<file path="config.mk">
export PLATFORM = sky130hd
export DESIGN_NAME = bsl_cell
export DESIGN_NICKNAME = d
export VERILOG_FILES = /design/src/hw/rtl/bsl_pkg.sv /design/src/hw/rtl/bsl_cell.sv
export SDC_FILE = /design/constraint.sdc
export NUM_CORES = 1
export LEC_CHECK = 0
export ABC_AREA = 1
export BUFFER_PORTS_ARGS = -buffer_cell sky130_fd_sc_hd__buf_2
export CORE_AREA = 3 3 60 90
export CTS_CLUSTER_DIAMETER = 150
export DETAILED_ROUTE_END_ITERATION = 8
export DIE_AREA = 0 0 63 93
export MAX_ROUTING_LAYER = met4
export PLACE_DENSITY = 0.88
export SLEW_MARGIN = 20
export SYNTH_ARGS = -nofsm -noshare
export SYNTH_HDL_FRONTEND = slang
export SYNTH_SLANG_ARGS = --single-unit
</file>
<file path="constraint.sdc">
create_clock -name aclk -period 3.5 [get_ports aclk]
set_input_delay 0 -clock aclk [delete_from_list [all_inputs] [get_ports aclk]]
set_output_delay 0 -clock aclk [all_outputs]
set_load 0.005 [all_outputs]
</file>
<file path="src/hw/rtl/bsl_pkg.sv">
// Shared constants, request codes and control structs for the bounded shift list.
// Used by every module of the block and by its checker; depends on nothing.
`default_nettype none

package bsl_pkg;

    // List geometry.
    localparam int CAPACITY     = 256;
    localparam int ENTRY_W      = 24;
    localparam int COUNT_W      = $clog2(CAPACITY + 1);
    localparam int IDX_W        = $clog2(CAPACITY);
    localparam int REQ_W        = 3;
    localparam int READ_INDEX_W = 8;
    localparam int CMP_W        = (COUNT_W > READ_INDEX_W) ? COUNT_W : READ_INDEX_W;

    // Registered reduction tree: cells are OR-ed in groups, then groups are OR-ed.
    localparam int GROUP_SIZE = 16;
    localparam int NUM_GROUPS = (CAPACITY + GROUP_SIZE - 1) / GROUP_SIZE;

    // Stream packing.
    localparam int S_TDATA_BITS = ENTRY_W + READ_INDEX_W;
    localparam int S_TDATA_W    = ((S_TDATA_BITS + 7) / 8) * 8;
    localparam int S_TUSER_W    = REQ_W;
    localparam int M_TDATA_BITS = COUNT_W + 3 * ENTRY_W;
    localparam int M_TDATA_W    = ((M_TDATA_BITS + 7) / 8) * 8;
    localparam int M_TUSER_W    = 2;

    localparam int M_HEAD_LSB  = COUNT_W;
    localparam int M_TAIL_LSB  = COUNT_W + ENTRY_W;
    localparam int M_READ_LSB  = COUNT_W + 2 * ENTRY_W;
    localparam int M_EMPTY_BIT = 0;
    localparam int M_REJ_BIT   = 1;

    // Request codes.
    localparam logic [REQ_W-1:0] REQ_INS_HEAD = 3'd0;
    localparam logic [REQ_W-1:0] REQ_INS_TAIL = 3'd1;
    localparam logic [REQ_W-1:0] REQ_REM_HEAD = 3'd2;
    localparam logic [REQ_W-1:0] REQ_REM_TAIL = 3'd3;
    localparam logic [REQ_W-1:0] REQ_READ     = 3'd4;

    // Update command broadcast to every cell on an accepted request.
    typedef struct packed {
        logic               shift_up;
        logic               shift_down;
        logic               wr_tail;
        logic [IDX_W-1:0]   wr_pos;
        logic [ENTRY_W-1:0] entry;
    } bsl_cmd_t;

    // Positions that the cells compare against for the tail and read lookups.
    typedef struct packed {
        logic [IDX_W-1:0] tail_pos;
        logic [IDX_W-1:0] read_pos;
    } bsl_sel_t;

endpackage

`default_nettype wire

</file>
<file path="src/hw/rtl/bsl_cell.sv">
// One storage cell of the bounded shift list: holds one entry and trades it with
// its neighbors on head inserts and removals. Depends on bsl_pkg.
`default_nettype none

module bsl_cell (
    input  wire logic                          aclk,
    input  wire bsl_pkg::bsl_cmd_t             cmd,
    input  wire bsl_pkg::bsl_sel_t             sel,
    input  wire logic [bsl_pkg::IDX_W-1:0]     cell_index,
    input  wire logic [bsl_pkg::ENTRY_W-1:0]   below_data,
    input  wire logic [bsl_pkg::ENTRY_W-1:0]   above_data,
    output logic      [bsl_pkg::ENTRY_W-1:0]   data,
    output logic      [bsl_pkg::ENTRY_W-1:0]   tail_data,
    output logic      [bsl_pkg::ENTRY_W-1:0]   read_data
);

    logic [bsl_pkg::ENTRY_W-1:0] data_reg;
    logic [bsl_pkg::ENTRY_W-1:0] data_next;

    // A head insert pulls from below, a head removal pulls from above,
    // and a tail insert writes only the cell at the current count.
    always_comb begin
        data_next = data_reg;
        if (cmd.shift_up) begin
            data_next = below_data;
        end else if (cmd.shift_down) begin
            data_next = above_data;
        end else if (cmd.wr_tail && (cmd.wr_pos == cell_index)) begin
            data_next = cmd.entry;
        end
    end

    always_ff @(posedge aclk) begin
        data_reg <= data_next;
    end

    // Each cell drives its entry into the reduction trees only when selected.
    assign data      = data_reg;
    assign tail_data = (sel.tail_pos == cell_index) ? data_reg : '0;
    assign read_data = (sel.read_pos == cell_index) ? data_reg : '0;

endmodule

`default_nettype wire

</file>
-- Word-level counts from Yosys, hierarchy flattened
Index checks and enable logic that the tools add are counted.
- flip-flop bits (word level): 24
- output and inout bits: 72
- logic and storage cells: 11
- input bits: 108
- equal/unequal tests: 3
- multiplexer cells: 5
- reduce and logical (&&, ||, !) cells: 2
- operator list (operator ; number):
    two-way mux 24 bit ; 5
    == test 8 bit ; 3
    nonzero test 3 bit ; 1
    logical AND 1 bit ; 1

-- Longest topological paths before layout
- depth after elaboration: 5
- depth in mapped cells: 6
- depth with buffers taken out: 6

-- Worst setup path before layout
Ideal clock, no wire load.
- path kind: input to register
- from: input cell_index[1] (netlist bit)
- to: register data_reg, in the netlist data[0] (enable)
- library setup time: 0.410 ns
- slack: 1.662 ns
- buffers on the path: 0
- stages: 6
- required time: 3.090 ns
- arrival time: 1.428 ns
- cell sequence: inv_1 -> nand2_1 -> nand2_1 -> nor2_1 -> nand3_1 -> o21bai_1
- cells in the longest elaborated chain, start to end: 3
- ends and longest elaborated chain (what ; line ; text):
    start, declared ; bsl_cell.sv:9 ; input wire logic [bsl_pkg::IDX_W-1:0] cell_index,
    == test 8 bit ; bsl_cell.sv:28 ; end else if (cmd.wr_tail && (cmd.wr_pos == cell_index)) begin
    logical AND 1 bit ; bsl_cell.sv:28 ;
    nonzero test 3 bit (no source line) ; - ;
    end signal, assigned ; bsl_cell.sv:34 ; data_reg <= data_next;
    end, declared ; bsl_cell.sv:17 ; logic [bsl_pkg::ENTRY_W-1:0] data_reg;
Every way passes these cells.
A chain may end at the register's enable or synchronous reset.

-- Worst setup path in the final report
- from: input cmd[34] (netlist bit)
- to: register data_reg, in the netlist data[14] (enable)
- cells in the longest elaborated chain, start to end: 1
- ends and longest elaborated chain (what ; line ; text):
    start, declared ; bsl_cell.sv:7 ; input wire bsl_pkg::bsl_cmd_t cmd,
    nonzero test 3 bit (no source line) ; - ;
Every way passes these cells.

==> reports/summary.txt <==
max-cap violations: 0
arrival time of the worst setup path: 1160 ps
RSZ-0062 raised after global routing: false
leakage power: 1.64 nW
register area: 721 um2
most frequent cells in the layout: buf_2 (179), nor2_1 (78), a21oi_1 (48)
number of remaining DRC errors: 0
Setup-failing EPs final: 0
worst slew pin tran: 686 ps
Die Ht: 93 um
average wire per standard cell: 12.7 um
CP Class: in2reg
Post-CTS Hold Buffers: 0
Synth Register Bits: 24
synth unique cells: 15
max FFs per register: 24
Pwr Density: 274 nW/um2
area grow syn2layout: 50.9%
CTS buffer count: 3
Overflow after GRT: 0
clk sink count: 24
H-Tree Depth: 1
yosys warns: 0
NumNets Final: 550
period utilization: 36.0%
Synthesized Nets: 380
Die X-Extent: 63 um
Starting DRT DRC Count: 69
largest net degree at the start of global routing: 26
relative slew slack: 54.1%
startpoint types: input port
Tot GR Track Use: 21.2%
Period minus WS final: 1260 ps
Peak VDD IR: 146 uV
IO Port Bufs: 179
Mapped Avg Cell Area: 6.84 um2
status: complete, no violations
Vias: 2365
total power: 0.768 mW
Sum Neg Setup Slack: 0 ps
final hold slack: 59.5 ps
area occupied by multi-input gates: 930 um2
most common cell after layout, fill and taps aside: buf_2
row cnt: 31
post-synthesis cell count: 272
ratio of cells with drive above 1 in the final layout: 42.9%
core area: 4770 um2
FMAX: 794 MHz
die area: 5860 um2
Via density: 4.66
Fillers: 487
Post-DRT Antenna Nets: 0
vias in the first global route: 2240
Routed WL: 6420 um
Hold Vio Cnt, Final: 0
crit end category: flop
first-pass GRT wire length: 9770 um
pre-CTS setup slack: 1670 ps
Clk pin slew, worst setup/hold paths: 80 ps
Root Buffer: clkbuf_8
Critical Path RT: 3400 ps
synthesized area: 1860 um2
DR pass1 iterations: 4
PostCTS Resize Cnt: 0
Initial Utilization: 39.0%
RD Place Congestion: 0.784
initial antenna violation count: 0
CTS Buffer Depth: 2
Critical Path Fanout Max: 25
CTS tree: done
post-DP HPWL: 5350 um
max-slew violations: 0
Post CTS Setup Buffer Count: 0
antenna cells: 0
top-level I/O count: 180
Hold Crit Class: in2reg
setup ws final: 2240 ps
sequential share of the synthesized area: 38.8%
power breakdown:
group	internal, mW	total (mW)	switching, mW	leakage [nW]
Combinational	0.109	0.231	0.123	1.38
Sequential	0.358	0.377	0.0194	0.243
Clock	0.0783	0.160	0.0819	0.0231
logic make-up after synthesis:
logic type,share of synthesized area (%)
AOI/OAI and AO/OA,13.3
buffers and inverters,11.8
and+or+nand+nor,27.1
xor gates and xnor gates,8.95
DFF,38.8
worst max-delay path, cell delays in order:
cell      delay [ps]
buf_2            370
inv_2            290
nand2_1          160
o21bai_4         330
stage by stage:
step	utilization, %	std cells	area [um2]
final	58.8	507	2810
after global routing	58.8	507	2810
after CTS	58.6	507	2800
after detailed placement	57.7	503	2750
after global placement	57.7	503	2750
after floorplan	-	272	1860
layout make-up:
class | count | area share [%]
Multi-Input combinational cell | 199 | 33.1
Inverter | 35 | 4.68
Sequential cell | 24 | 25.7
Clock buffer | 3 | 1.47
Clock inverter | 1 | 0.134
Tap cell | 66 | 2.94
Timing Repair Buffer | 179 | 31.9
final timing paths:
kind              endpoint  cells past startpoint            from  slack [ps]
hold / removal    data[10]                      3  below_data[10]          60
setup / recovery  data[14]                      4         cmd[34]        2240
metal layers:
layer	GRT usage (%)	part of all wire [%]	up-vias
met3	2.88	6.6	9
met2	41.3	57	106
met4	7.73	1.7	0
met5	-	0	-
li1	-	-	1181
met1	21.0	35	1069
cell usage after synthesis:
| library cell | number | area (um2) |
|---|---|---|
| clkbuf_1 | 4 | 15.0 |
| buf_1 | 1 | 3.75 |
| o21bai_1 | 1 | 7.51 |
| xnor2_1 | 19 | 166 |
| nor2_2 | 2 | 12.5 |
| a21oi_1 | 48 | 240 |
| buf_6 | 4 | 45.0 |
| buf_2 | 5 | 25.0 |
| inv_2 | 2 | 7.51 |
| nand2_1 | 47 | 176 |
| edfxtp_1 | 24 | 721 |
| nand3_1 | 2 | 10.0 |
| nor2_1 | 78 | 293 |
| inv_1 | 33 | 124 |
| nand2_2 | 2 | 12.5 |
Note: power is estimated with default switching activity, not from simulation.
